<file path="src/hdl/bsve_pkg.sv">
// ---------------------------------------------------------------------------
// B-spline velocity objective package
// Widths, payload structs and the product weighting shared by the modules.
// ---------------------------------------------------------------------------
package bsve_pkg;

   // Path geometry
   localparam int DIMENSIONS = 3;
   localparam int FRAC_BITS  = 16;
   localparam int COORD_W    = 32;
   localparam int NUM_AXES   = 3;
   localparam int AXIS_W     = 2;
   localparam int WIN_DEPTH  = 3;

   // Result widths
   localparam int VALUE_W = 64;
   localparam int SUM_W   = 63;

   // Shared multiplier: operands hold p0-3p1+3p2-p3 of 32-bit points
   localparam int OPND_W = 35;
   localparam int PROD_W = 2 * OPND_W;

   // Weighted sum of six products, wide enough to pick 64 bits above FRAC_BITS+2
   localparam int ACC_W = (FRAC_BITS + 66 > 77) ? FRAC_BITS + 66 : 77;

   // Division by 15, one 16-bit digit per step, by reciprocal and one correction
   localparam int          DIGIT_W     = 16;
   localparam int          NUM_DIGITS  = 4;
   localparam int          REM_W       = 4;
   localparam int          CUR_W       = DIGIT_W + REM_W;
   localparam int          DIVISOR     = 15;
   localparam int          RECIP_SHIFT = 24;
   localparam logic [20:0] RECIP15     = 21'd1118481;

   // Product order of one axis term
   typedef enum logic [2:0] {
      PRD_UU = 3'd0,
      PRD_WU = 3'd1,
      PRD_WW = 3'd2,
      PRD_HU = 3'd3,
      PRD_HW = 3'd4,
      PRD_HH = 3'd5
   } prod_sel_type;

   typedef struct packed {
      logic                               last;
      logic [NUM_AXES-1:0][COORD_W-1:0]   coord;
   } point_type;

   typedef struct packed {
      logic [VALUE_W-1:0] value;
      logic               too_few;
      logic               saturated;
   } result_type;

   // Weight a product by its term coefficient: 3, -15, 20, 10, -30, 15
   function automatic logic signed [ACC_W-1:0] scale_product(
      prod_sel_type              sel,
      logic signed [PROD_W-1:0]  p
   );
      logic signed [ACC_W-1:0] e;
      e = ACC_W'(p);
      case (sel)
         PRD_UU:  return (e <<< 1) + e;
         PRD_WU:  return e - (e <<< 4);
         PRD_WW:  return (e <<< 4) + (e <<< 2);
         PRD_HU:  return (e <<< 3) + (e <<< 1);
         PRD_HW:  return (e <<< 1) - (e <<< 5);
         PRD_HH:  return (e <<< 4) - e;
         default: return '0;
      endcase
   endfunction

endpackage

</file>
<file path="src/hdl/bsve_mul.sv">
// ---------------------------------------------------------------------------
// Shared multiplier
// Signed 35 x 35 multiplier with a registered product, used for the term
// products and for the reciprocal step of the division.
// ---------------------------------------------------------------------------
module bsve_mul
   import bsve_pkg::*;
(
   input  logic                      clock,
   input  logic signed [OPND_W-1:0]  mul_a,
   input  logic signed [OPND_W-1:0]  mul_b,
   output logic signed [PROD_W-1:0]  prod_ff
);

   logic signed [PROD_W-1:0] prod_in;

   // Multiply
   assign prod_in = mul_a * mul_b;

   // Register the product
   always_ff @(posedge clock) begin
      prod_ff <= prod_in;
   end

endmodule

</file>
<file path="config.mk">
export PLATFORM = sky130hd
export DESIGN_NAME = bsve_mul
export DESIGN_NICKNAME = d
export VERILOG_FILES = /design/src/hdl/bsve_pkg.sv /design/src/hdl/bsve_mul.sv
export SDC_FILE = /design/constraint.sdc
export NUM_CORES = 2
export LEC_CHECK = 0
export BUFFER_PORTS_ARGS = -buffer_cell sky130_fd_sc_hd__buf_2
export CAP_MARGIN = 10
export CORE_MARGIN = 10
export CORE_UTILIZATION = 39
export CTS_CLUSTER_SIZE = 28
export DETAILED_ROUTE_END_ITERATION = 16
export GPL_ROUTABILITY_DRIVEN = 0
export GPL_TIMING_DRIVEN = 1
export PLACE_DENSITY = 0.5
export SYNTH_ARGS = -nofsm -noshare
export SYNTH_HDL_FRONTEND = slang
export SYNTH_SLANG_ARGS = --single-unit
</file>
<file path="constraint.sdc">
create_clock -name clock -period 14.8 [get_ports clock]
set_input_delay 1.48 -clock clock [delete_from_list [all_inputs] [get_ports clock]]
set_output_delay 1.48 -clock clock [all_outputs]
set_load 0.01 [all_outputs]
</file>
==> impl_metrics.toml <==
[status]
status = "completed"

[floorplan]
coreArea_mm2 = 0.114
rows = 124
initial_core_util_pct = 39.2
num_io_pins = 141
die_area_mm2 = 0.129
die_w_um = 359
die_h_um = 359

[setup_path]
path_class = "input pin to register"
cpMostUsedCell = "fa_1"
path_cells = "buf_2, nand2_1, inv_1, fa_1, fa_1, fa_1, inv_1, fa_1, inv_1, fa_1, fa_1, fa_1, fa_1, ha_1, a21oi_1, nor2b_1, o21ai_0, nand2b_1, or3_4, a41o_1, or4_1, nand4_1"
cpPeakStageDelay_ns = 1.09
startpoint_type = "input pin"
cp_slowest_cell = "fa_1"
required_ns = 15.14
end_kind = "register"
cp_max_fo = 35
path_delay_family = "adder cells"
crit_arrival_ns = 10.03
critPathBufInv = 4
cp.depth = 22

[clock_tree]
cts.htree.levels = 3
postCtsHoldBufs = 0
cts_tree = "built"
clock_sinks = 70
cts-root-buf = "clkbuf_16"
clockBufferDepth = 2
cts_resized = 0
clk_pin_slew_ns = 0.07
cts_setup_buffers = 0
cts_inserted_buffers = 9

[global_routing]
grt_use_total_pct = 21.5
grt_pass1_wl_um = 208000
grt_max_degree = 36
grt_pass1_vias = 34503
grt-ovfl-total = 0
antenna_found_initial = 9

[timing]
final_hold_viol_count = 0
rsz0062_at_grt = "false"
slew_headroom_pct = 31.0
max_clock_freq_mhz = 103
period_share_pct = 65.5
fin_setup_tns_ns = 0
report.final.slew_viol_count = 0
setup_viol = 0
worst_slew_pin_slew_ns = 1.03
min_period_ns = 9.69

[min_path]
hold_class = "input pin to register"
holdPathStages = 2

[finish]
reg.largest.list = "prod_ff x70"
top_register = "prod_ff"
fillCellCount = 11469
largest_reg_flops = 70
drive_above_1_share_pct = 4.53
fin_nets = 6200
syn_to_final_growth_pct = 4.97
regArea_mm2 = 0.00140
multiInputGateArea_mm2 = 0.0380

[logic_synthesis]
netlist_instances = 4672
syn_nets = 6261
synth_top_cell_area_share_pct = 58.7
synthArstFlopShare_pct = 0
ys_ff_latch = 70
yosys-top-cells-area = "fa_1, inv_1, and2_1, ha_1, nand2_1"
synth-edff-count = 0
synth_cell_types = 61
yosys_warnings = 0
yosysTopAreaCell = "fa_1"
synthFlopType = "dfxtp_1"
avgSynthCellArea_um2 = 9.57
synth-seq-area-share_pct = 3.13
syn-cell-area_mm2 = 0.0447

[detailed_routing]
drtAntennaViolNets = 0
drc = 0
via_per_inst = 4.96
routed_wl_um = 132000
drtIter0Drc = 1641
wl_per_cell_um = 21.6
vias = 30398
dr.pass1.iters = 5

[flow_run]
drv_cap = 0

[placed_design]
hpwlAfterDp_um = 105000
port_buffers = 140
layer usage:
layer	up-vias	global-route usage (%)	share of wire [%]
met4	0	6.95	3.7
met1	16363	25.8	39
met2	732	39.7	54
li1	13094	-	-
met5	-	0	0
met3	209	2.48	4.1
kinds of logic after synthesis:
family                   synth area share [%]
AO/OA/AOI/OAI                            3.20
XOR/XNOR                                 1.55
adder cells (fa/ha/maj)                  64.5
buffers and inverters                    11.9
flip-flops                               3.13
AND/OR/NAND/NOR                          15.7
metrics by stage:
stage	std cells	area, um^2	hold slack, ns	setup slack (ns)	utilization [%]
detailed placement	6112	46600	1.88	4.61	40.9
global placement	6112	46600	1.88	4.72	40.9
CTS	6127	46900	1.70	5.03	41.2
finish	6130	46900	1.72	5.11	41.2
floorplan	4672	44700	1.61	5.71	-
global route	6128	46900	1.74	4.55	41.2
layout make-up:
| type | count | share of cell area [%] |
|---|---|---|
| antenna | 3 | 0.0160 |
| clock buffer | 10 | 0.509 |
| clock inverter | 5 | 0.125 |
| inverter | 1169 | 9.35 |
| multi-input combinational | 3186 | 80.9 |
| sequential | 70 | 2.99 |
| tap | 1512 | 4.03 |
| timing repair buffer | 175 | 2.05 |
path summary, 6_finish.rpt:
path | startpoint | to | slack, ns
hold / removal | mul_b[0] | prod_ff[0] | 1.72
setup / recovery | mul_a[34] | prod_ff[67] | 5.11
synthesized netlist by cell type, types with 27 or more instances:
cell type	number
a21o_1	34
a21oi_1	73
and2_1	668
clkbuf_1	239
dfxtp_1	70
fa_1	1311
ha_1	207
inv_1	1166
nand2_1	566
nor2_1	54
o21ai_0	27
xnor2_1	63
cells in the final DEF (no fill, tap or decap), types with 3 or more instances in the layout:
| master | instances |
|---|---|
| nand2b_1 | 14 |
| inv_2 | 3 |
| nor3_1 | 10 |
| clkbuf_16 | 9 |
| o211ai_1 | 6 |
| a21o_1 | 34 |
| o21ai_1 | 8 |
| a31oi_1 | 15 |
| a211oi_1 | 3 |
| nor2_1 | 54 |
| buf_4 | 35 |
| o21ai_0 | 27 |
| buf_2 | 140 |
| a21oi_2 | 4 |
| xor2_1 | 16 |
| a21oi_1 | 73 |
| ha_1 | 207 |
| and3_1 | 5 |
| o21bai_1 | 15 |
| o21a_1 | 4 |
| nand4_1 | 17 |
| dfxtp_1 | 70 |
| nand2_1 | 566 |
| and2_1 | 668 |
| nand3_1 | 17 |
| xnor2_1 | 63 |
| nor2b_1 | 6 |
| fa_1 | 1310 |
| and4_1 | 4 |
| diode_2 | 3 |
| inv_1 | 1166 |
Power is not shown: default switching activity piles up to over one toggle a cycle in this logic, so the estimate is an artifact.
