===== config.mk =====
export PLATFORM = sky130hd
export DESIGN_NAME = bsve_seq
export DESIGN_NICKNAME = d
export VERILOG_FILES = /design/src/hdl/bsve_pkg.sv /design/src/hdl/bsve_seq.sv
export SDC_FILE = /design/constraint.sdc
export NUM_CORES = 2
export LEC_CHECK = 0
export BUFFER_PORTS_ARGS = -buffer_cell sky130_fd_sc_hd__buf_2
export CAP_MARGIN = 15
export CORE_MARGIN = 2
export CORE_UTILIZATION = 58
export CTS_CLUSTER_DIAMETER = 60
export DETAILED_ROUTE_END_ITERATION = 16
export PLACE_DENSITY = 0.79
export RECOVER_POWER = 100
export SLEW_MARGIN = 30
export SYNTH_ARGS = -nofsm -noshare
export SYNTH_HDL_FRONTEND = slang
export SYNTH_SLANG_ARGS = --single-unit

===== constraint.sdc =====
create_clock -name clock -period 11.04 [get_ports clock]
set_clock_uncertainty 0.15 [all_clocks]
set_input_delay 2.208 -clock clock [delete_from_list [all_inputs] [get_ports clock]]
set_output_delay 2.208 -clock clock [all_outputs]
set_load 0.01 [all_outputs]

===== src/hdl/bsve_pkg.sv =====
// ---------------------------------------------------------------------------
// B-spline velocity objective package
// Widths, payload structs and the product weighting shared by the modules.
// ---------------------------------------------------------------------------
package bsve_pkg;

   // Path geometry
   localparam int DIMENSIONS = 3;
   localparam int FRAC_BITS  = 16;
   localparam int COORD_W    = 32;
   localparam int NUM_AXES   = 3;
   localparam int AXIS_W     = 2;
   localparam int WIN_DEPTH  = 3;

   // Result widths
   localparam int VALUE_W = 64;
   localparam int SUM_W   = 63;

   // Shared multiplier: operands hold p0-3p1+3p2-p3 of 32-bit points
   localparam int OPND_W = 35;
   localparam int PROD_W = 2 * OPND_W;

   // Weighted sum of six products, wide enough to pick 64 bits above FRAC_BITS+2
   localparam int ACC_W = (FRAC_BITS + 66 > 77) ? FRAC_BITS + 66 : 77;

   // Division by 15, one 16-bit digit per step, by reciprocal and one correction
   localparam int          DIGIT_W     = 16;
   localparam int          NUM_DIGITS  = 4;
   localparam int          REM_W       = 4;
   localparam int          CUR_W       = DIGIT_W + REM_W;
   localparam int          DIVISOR     = 15;
   localparam int          RECIP_SHIFT = 24;
   localparam logic [20:0] RECIP15     = 21'd1118481;

   // Product order of one axis term
   typedef enum logic [2:0] {
      PRD_UU = 3'd0,
      PRD_WU = 3'd1,
      PRD_WW = 3'd2,
      PRD_HU = 3'd3,
      PRD_HW = 3'd4,
      PRD_HH = 3'd5
   } prod_sel_type;

   typedef struct packed {
      logic                               last;
      logic [NUM_AXES-1:0][COORD_W-1:0]   coord;
   } point_type;

   typedef struct packed {
      logic [VALUE_W-1:0] value;
      logic               too_few;
      logic               saturated;
   } result_type;

   // Weight a product by its term coefficient: 3, -15, 20, 10, -30, 15
   function automatic logic signed [ACC_W-1:0] scale_product(
      prod_sel_type              sel,
      logic signed [PROD_W-1:0]  p
   );
      logic signed [ACC_W-1:0] e;
      e = ACC_W'(p);
      case (sel)
         PRD_UU:  return (e <<< 1) + e;
         PRD_WU:  return e - (e <<< 4);
         PRD_WW:  return (e <<< 4) + (e <<< 2);
         PRD_HU:  return (e <<< 3) + (e <<< 1);
         PRD_HW:  return (e <<< 1) - (e <<< 5);
         PRD_HH:  return (e <<< 4) - e;
         default: return '0;
      endcase
   endfunction

endpackage


===== src/hdl/bsve_seq.sv =====
// ---------------------------------------------------------------------------
// Objective sequencer
// Holds the point window and the running sum, and walks each axis through
// six weighted products and a four-digit division by 60 on the shared
// multiplier.
// ---------------------------------------------------------------------------
module bsve_seq
   import bsve_pkg::*;
(
   input  logic                      clock,
   input  logic                      reset,
   input  logic                      start,
   input  point_type                 point_in,
   output logic                      idle,
   input  logic signed [VALUE_W-1:0] addend,
   output logic                      emit_valid,
   input  logic                      emit_ready,
   output result_type                result,
   output logic signed [OPND_W-1:0]  mul_a,
   output logic signed [OPND_W-1:0]  mul_b,
   input  logic signed [PROD_W-1:0]  mul_p
);

   typedef enum logic [8:0] {
      ST_IDLE  = 9'b000000001,
      ST_LOAD  = 9'b000000010,
      ST_MUL   = 9'b000000100,
      ST_DRAIN = 9'b000001000,
      ST_DIVM  = 9'b000010000,
      ST_DIVF  = 9'b000100000,
      ST_SUM   = 9'b001000000,
      ST_SHIFT = 9'b010000000,
      ST_EMIT  = 9'b100000000
   } state_type;

   localparam logic [1:0]         SEEN_FULL = 2'd3;
   localparam logic [SUM_W-1:0]   SUM_MAX   = {SUM_W{1'b1}};
   localparam logic [VALUE_W-1:0] VALUE_MAX = {1'b0, {(VALUE_W-1){1'b1}}};

   state_type                  state_ff, state_in;
   logic [AXIS_W-1:0]          axis_ff, axis_in;
   prod_sel_type               k_ff, k_in;
   prod_sel_type               pk_ff, pk_in;
   logic [1:0]                 dig_ff, dig_in;
   logic [REM_W-1:0]           rem_ff, rem_in;
   logic [CUR_W-1:0]           cur_ff, cur_in;
   logic [VALUE_W-1:0]         q_ff, q_in;
   logic signed [ACC_W-1:0]    acc_ff, acc_in;
   logic signed [OPND_W-1:0]   u_ff, u_in, w_ff, w_in, h_ff, h_in;
   point_type                  pt_ff, pt_in;
   logic signed [COORD_W-1:0]  win_ff [NUM_AXES][WIN_DEPTH];
   logic signed [COORD_W-1:0]  win_in [NUM_AXES][WIN_DEPTH];
   logic [1:0]                 seen_ff, seen_in;
   logic [SUM_W-1:0]           sum_ff, sum_in;
   logic                       ovf_ff, ovf_in;
   logic                       few_ff, few_in;

   logic signed [OPND_W-1:0]   p0, p1, p2, p3;
   logic signed [OPND_W-1:0]   u_calc, w_calc, h_calc;
   logic [VALUE_W-1:0]         mval;
   logic [DIGIT_W-1:0]         digit;
   logic [CUR_W-1:0]           cur_calc;
   logic [DIGIT_W-1:0]         q_est;
   logic [CUR_W:0]             q_times15;
   logic [CUR_W:0]             r_full;
   logic [CUR_W:0]             r_sel;
   logic                       r_fix;
   logic [DIGIT_W-1:0]         q_digit;
   logic [SUM_W+1:0]           sum_ext;
   logic signed [VALUE_W:0]    fin;
   logic                       fin_ovf;

   // Window taps and new point of the current axis
   assign p0 = OPND_W'(win_ff[axis_ff][0]);
   assign p1 = OPND_W'(win_ff[axis_ff][1]);
   assign p2 = OPND_W'(win_ff[axis_ff][2]);
   assign p3 = OPND_W'(signed'(pt_ff.coord[axis_ff]));

   // U = p0-3p1+3p2-p3, W = p0-2p1+p2, H = p0-p2
   assign u_calc = p0 - (p1 <<< 1) - p1 + (p2 <<< 1) + p2 - p3;
   assign w_calc = p0 - (p1 <<< 1) + p2;
   assign h_calc = p0 - p2;

   // Dividend N >> (FRAC_BITS+2), taken most significant digit first
   assign mval     = acc_ff[FRAC_BITS+2 +: VALUE_W];
   assign digit    = mval[{~dig_ff, 4'b0000} +: DIGIT_W];
   assign cur_calc = {rem_ff, digit};

   // Quotient digit estimate is exact or one low; correct it once
   assign q_est     = mul_p[RECIP_SHIFT +: DIGIT_W];
   assign q_times15 = (CUR_W+1)'({q_est, 4'b0000}) - (CUR_W+1)'(q_est);
   assign r_full    = (CUR_W+1)'(cur_ff) - q_times15;
   assign r_fix     = r_full >= (CUR_W+1)'(DIVISOR);
   assign r_sel     = r_fix ? r_full - (CUR_W+1)'(DIVISOR) : r_full;
   assign q_digit   = r_fix ? q_est + DIGIT_W'(1) : q_est;

   // Running sum plus the new axis term
   assign sum_ext = (SUM_W+2)'(sum_ff) + (SUM_W+2)'(q_ff);

   // Final sum plus addend; only a positive addend can overflow
   assign fin     = signed'((VALUE_W+1)'(sum_ff)) + (VALUE_W+1)'(addend);
   assign fin_ovf = !fin[VALUE_W] && fin[VALUE_W-1];

   assign result.value     = fin_ovf ? VALUE_MAX : fin[VALUE_W-1:0];
   assign result.too_few   = few_ff;
   assign result.saturated = ovf_ff | fin_ovf;

   assign idle       = (state_ff == ST_IDLE);
   assign emit_valid = (state_ff == ST_EMIT);

   // Drive the shared multiplier
   always_comb begin
      mul_a = '0;
      mul_b = '0;
      case (state_ff)
         ST_MUL: begin
            case (k_ff)
               PRD_UU:  begin mul_a = u_ff; mul_b = u_ff; end
               PRD_WU:  begin mul_a = w_ff; mul_b = u_ff; end
               PRD_WW:  begin mul_a = w_ff; mul_b = w_ff; end
               PRD_HU:  begin mul_a = h_ff; mul_b = u_ff; end
               PRD_HW:  begin mul_a = h_ff; mul_b = w_ff; end
               PRD_HH:  begin mul_a = h_ff; mul_b = h_ff; end
               default: begin mul_a = '0;   mul_b = '0;   end
            endcase
         end
         ST_DIVM: begin
            mul_a = signed'(OPND_W'(cur_calc));
            mul_b = signed'(OPND_W'(RECIP15));
         end
         default: begin
            mul_a = '0;
            mul_b = '0;
         end
      endcase
   end

   // Sequence one point
   always_comb begin
      state_in = state_ff;
      axis_in  = axis_ff;
      k_in     = k_ff;
      pk_in    = pk_ff;
      dig_in   = dig_ff;
      rem_in   = rem_ff;
      cur_in   = cur_ff;
      q_in     = q_ff;
      acc_in   = acc_ff;
      u_in     = u_ff;
      w_in     = w_ff;
      h_in     = h_ff;
      pt_in    = pt_ff;
      win_in   = win_ff;
      seen_in  = seen_ff;
      sum_in   = sum_ff;
      ovf_in   = ovf_ff;
      few_in   = few_ff;
      case (state_ff)
         ST_IDLE: begin
            // take a point; run the terms once the window is full
            if (start) begin
               pt_in   = point_in;
               axis_in = '0;
               state_in = (seen_ff == SEEN_FULL) ? ST_LOAD : ST_SHIFT;
            end
         end
         ST_LOAD: begin
            u_in     = u_calc;
            w_in     = w_calc;
            h_in     = h_calc;
            acc_in   = '0;
            k_in     = PRD_UU;
            state_in = ST_MUL;
         end
         ST_MUL: begin
            // issue one product, accumulate the one before
            if (k_ff != PRD_UU) begin
               acc_in = acc_ff + scale_product(pk_ff, mul_p);
            end
            pk_in = k_ff;
            if (k_ff == PRD_HH) begin
               state_in = ST_DRAIN;
            end else begin
               k_in = prod_sel_type'(k_ff + 3'd1);
            end
         end
         ST_DRAIN: begin
            acc_in   = acc_ff + scale_product(pk_ff, mul_p);
            dig_in   = '0;
            rem_in   = '0;
            state_in = ST_DIVM;
         end
         ST_DIVM: begin
            cur_in   = cur_calc;
            state_in = ST_DIVF;
         end
         ST_DIVF: begin
            q_in   = {q_ff[VALUE_W-DIGIT_W-1:0], q_digit};
            rem_in = r_sel[REM_W-1:0];
            dig_in = dig_ff + 2'd1;
            state_in = (dig_ff == 2'(NUM_DIGITS-1)) ? ST_SUM : ST_DIVM;
         end
         ST_SUM: begin
            // add the axis term, saturating at the largest sum
            if (sum_ext[SUM_W+1:SUM_W] != 2'b00) begin
               sum_in = SUM_MAX;
               ovf_in = 1'b1;
            end else begin
               sum_in = sum_ext[SUM_W-1:0];
            end
            if (axis_ff == AXIS_W'(DIMENSIONS-1)) begin
               state_in = ST_SHIFT;
            end else begin
               axis_in  = axis_ff + AXIS_W'(1);
               state_in = ST_LOAD;
            end
         end
         ST_SHIFT: begin
            // advance the window by the new point
            for (int a = 0; a < NUM_AXES; a++) begin
               win_in[a][0] = win_ff[a][1];
               win_in[a][1] = win_ff[a][2];
               win_in[a][2] = signed'(pt_ff.coord[a]);
            end
            few_in = (seen_ff != SEEN_FULL);
            if (seen_ff != SEEN_FULL) begin
               seen_in = seen_ff + 2'd1;
            end
            state_in = pt_ff.last ? ST_EMIT : ST_IDLE;
         end
         ST_EMIT: begin
            // hand over the result and start a fresh path
            if (emit_ready) begin
               seen_in  = '0;
               sum_in   = '0;
               ovf_in   = 1'b0;
               state_in = ST_IDLE;
            end
         end
         default: begin
            state_in = ST_IDLE;
         end
      endcase
   end

   // Control registers
   always_ff @(posedge clock) begin
      if (reset) begin
         state_ff <= ST_IDLE;
         seen_ff  <= '0;
         sum_ff   <= '0;
         ovf_ff   <= 1'b0;
         few_ff   <= 1'b0;
      end else begin
         state_ff <= state_in;
         seen_ff  <= seen_in;
         sum_ff   <= sum_in;
         ovf_ff   <= ovf_in;
         few_ff   <= few_in;
      end
   end

   // Datapath registers
   always_ff @(posedge clock) begin
      axis_ff <= axis_in;
      k_ff    <= k_in;
      pk_ff   <= pk_in;
      dig_ff  <= dig_in;
      rem_ff  <= rem_in;
      cur_ff  <= cur_in;
      q_ff    <= q_in;
      acc_ff  <= acc_in;
      u_ff    <= u_in;
      w_ff    <= w_in;
      h_ff    <= h_in;
      pt_ff   <= pt_in;
      win_ff  <= win_in;
   end

endmodule


==> out/summary.txt <==
Status: complete, but fails checks
Failing checks: max-capacitance violations, max-slew violations
LEAKAGE: 31.6 nW
Synth Cell Area: 69700 um2
Initial antenna violation count: 27
Worst r2r dst: u_ff[34]
Syn Inst Count: 7975
R2R Setup Slk: 1170 ps
Number of routed nets with antenna violations: 0
Post-DP HPWL: 202000 um
Sinks on Clock Net: 743
Slew margin rel.: -242%
Initial Utilization: 58.3%
Vias in the first global route: 63.0k
Drt first pass iters: 10
Vias per cell: 6.71
Crit share post-route: 89.9%
Die X: 351 um
Post-Route WL: 259000 um
Count leader, synth: a21oi_1
Worst-path clk slew: 70 ps
Clock Root Buffer: clkbuf_16
Total CTS buffers: 85
FMAX: 101 MHz
Setup bufs post-CTS: 0
RSZ-0062 raised after global routing: no
GRT Residual Overflow: 0
Vias: 65.9k
Layout cell share with drive strength beyond 1: 6.74%
IO buf count: 372
Setup Viol. Count Final: 0
Max-capacitance violation count: 19
Synth Flop Type: edfxtp_1
Nets: 9130
Post_cts resized: 0
Pin count of the biggest net entering global routing: 173
Critical Path RT: 11300 ps
Wire per inst: 26.4 um
Yosys warns: 0
Syn_area_per_cell: 8.74 um2
HP Class: flop to flop
Worst Path Arrival: 10190 ps
First-pass GRT wire length: 384000 um
Row count: 127
Clk_lat worst skew: 730 ps
Worst Reg-to-Reg Cells: 32
Residual DRC: 0
Crit-path max FO: 11
PD cells: 218 nW/um2
Maximum VDD drop: 0.000283 V
Post-synth top area share: 28.7%
EDFF count, synth: 667
Fraction of registers with async set/reset: 0%
Placer Congestion: 1.09
Pins Over Slew Limit: 990
TritonCTS clock tree: yes
# IOs: 373
Synthesized flop and latch total: 743
Hold buffer count at CTS: 0
R2R Path Start: axis_ff[0]
WS Path Type: input pin to flop
Area Overhead vs Synth: 8.39%
GRT Resource Usage Total: 40.9%
CP Launch Type: input pin
Bufs on Longest Clock Path: 3
Slowest-stage cell, CP: a21oi_1
Hold path endpoint: win_ff[272]
DR iter-0 viols: 8169
Core box area: 119000 um2
Minimum clock period: 9930 ps
Hold path depth: 0
Ranking of synthesized cells by area: edfxtp_1, ha_1, a21oi_1, xnor2_1, o21ai_0
CP max stage delay: 680 ps
Setup TNS: 0 ps
Hold slack: 281 ps
Top post-synthesis cells by count: a21oi_1, edfxtp_1, ha_1
Die area: 123000 um2
Mapped Nets: 8986
Synth cell types: 100
Hold_sp: win_ff[240]
Post-synth top area cell: edfxtp_1
Worst Tran Pin Value: 5130 ps
Endpoints failing hold: 0
CP endpoint kind: flop
H-tree levels: 3
Register area share after synthesis: 30.9%
Die height: 351 um
[how the worst max path moves through the flow]
| stage | startpoint | endpoint | slack [ps] | cells past startpoint |
|---|---|---|---|---|
| after global placement | mul_p[4] | acc_ff[75] | 1140 | 27 |
| after floorplan | state_ff[6] | seen_ff[0] | 370 | 8 |
| after global routing | mul_p[1] | acc_ff[75] | 670 | 28 |
| final | mul_p[1] | acc_ff[76] | 1110 | 29 |
| after detailed placement | mul_p[4] | acc_ff[75] | 1130 | 27 |
| after CTS | addend[0] | result[18] | 1740 | 19 |
[registers in the layout, indices dropped and copies added, names as in the netlist, 3 cells and up]
register	count
cur_ff	20
rem_ff	4
pt_ff	97
acc_ff	82
u_ff	35
state_ff	9
k_ff	3
sum_ff	63
win_ff	288
q_ff	64
h_ff	32
w_ff	35
pk_ff	3
[critical path: cells and delay by family]
family	cells	cell delay, ps
compound gates	19	5390
buf+inv	3	910
fa+ha+maj	2	780
simple gates	3	510
xor+xnor	2	360
[cell usage in the layout (no fill, tap or decap), drive strengths merged, types with 22 or more instances in the layout]
cell type,instances
buf,292
nand2,650
dfxtp,76
o21a,90
mux2i,153
nor4,23
a211oi,65
inv,476
a211o,27
xnor2,335
nand2b,97
and3,56
o21bai,108
and2,63
a221oi,45
xor2,223
a222oi,72
a21oi,872
a22oi,48
a21o,348
nand4,157
a31oi,58
o31ai,38
o221ai,42
nand3,108
clkinv,41
o211ai,60
fa,118
a21boi,31
o22ai,40
edfxtp,667
nor2,652
or2,22
clkbuf,242
o21ai,567
or3,24
nor2b,84
a221o,33
nor3,157
ha,658
[per-layer routing]
layer / track usage, % / part of all wire [%] / up-vias
met5: 0 / 0.029 / -
met4: 20.6 / 5.8 / 12
met3: 7.97 / 10 / 784
met2: 64.7 / 44 / 3754
met1: 53.5 / 40 / 31519
li1: - / - / 29817
[power breakdown]
part	internal (mW)	switching, mW	leakage (nW)	total (mW)
Sequential	3.68	0.0534	6.68	3.74
Combinational	3.91	5.86	23.5	9.77
Clock	1.67	1.30	1.42	2.97
Total	9.26	7.21	31.6	16.5
[kinds of logic (layout without fill, tap and decap cells)]
logic type,count (synthesis),count (layout),synth area share (%)
adder cells (fa/ha/maj),776,776,15.2
AND/OR/NAND/NOR,2152,2152,14.3
multiplexers,176,176,2.83
other,0,12,0
buffers and inverters,857,1073,4.68
XOR/XNOR,558,558,7.01
flip-flops,743,743,30.9
AO/OA/AOI/OAI,2713,2713,25.0
[area by class of cell]
class | instances | area, um2
inverters | 467 | 1750
clock inverters | 72 | 850
well taps | 1612 | 2020
repair buffers | 447 | 2210
multi-input cells | 6375 | 45000
fillers | 10176 | 44000
flip-flops and latches | 743 | 21600
diodes | 12 | 30.0
clock buffers | 87 | 2130
[through the flow]
step                utilization (%)  power (mW)  instances  area (um2)  setup WS, ps
floorplan                         -        10.9       7975       69700           373
global placement               60.9        12.9       9642       72700          1140
detailed placement             60.9        13.2       9642       72800          1130
CTS                            63.4        16.3       9801       75800          1740
global route                   63.2        17.5       9806       75500           674
finish                         63.2        16.5       9815       75500          1110
(Power assumes the default switching activity.)
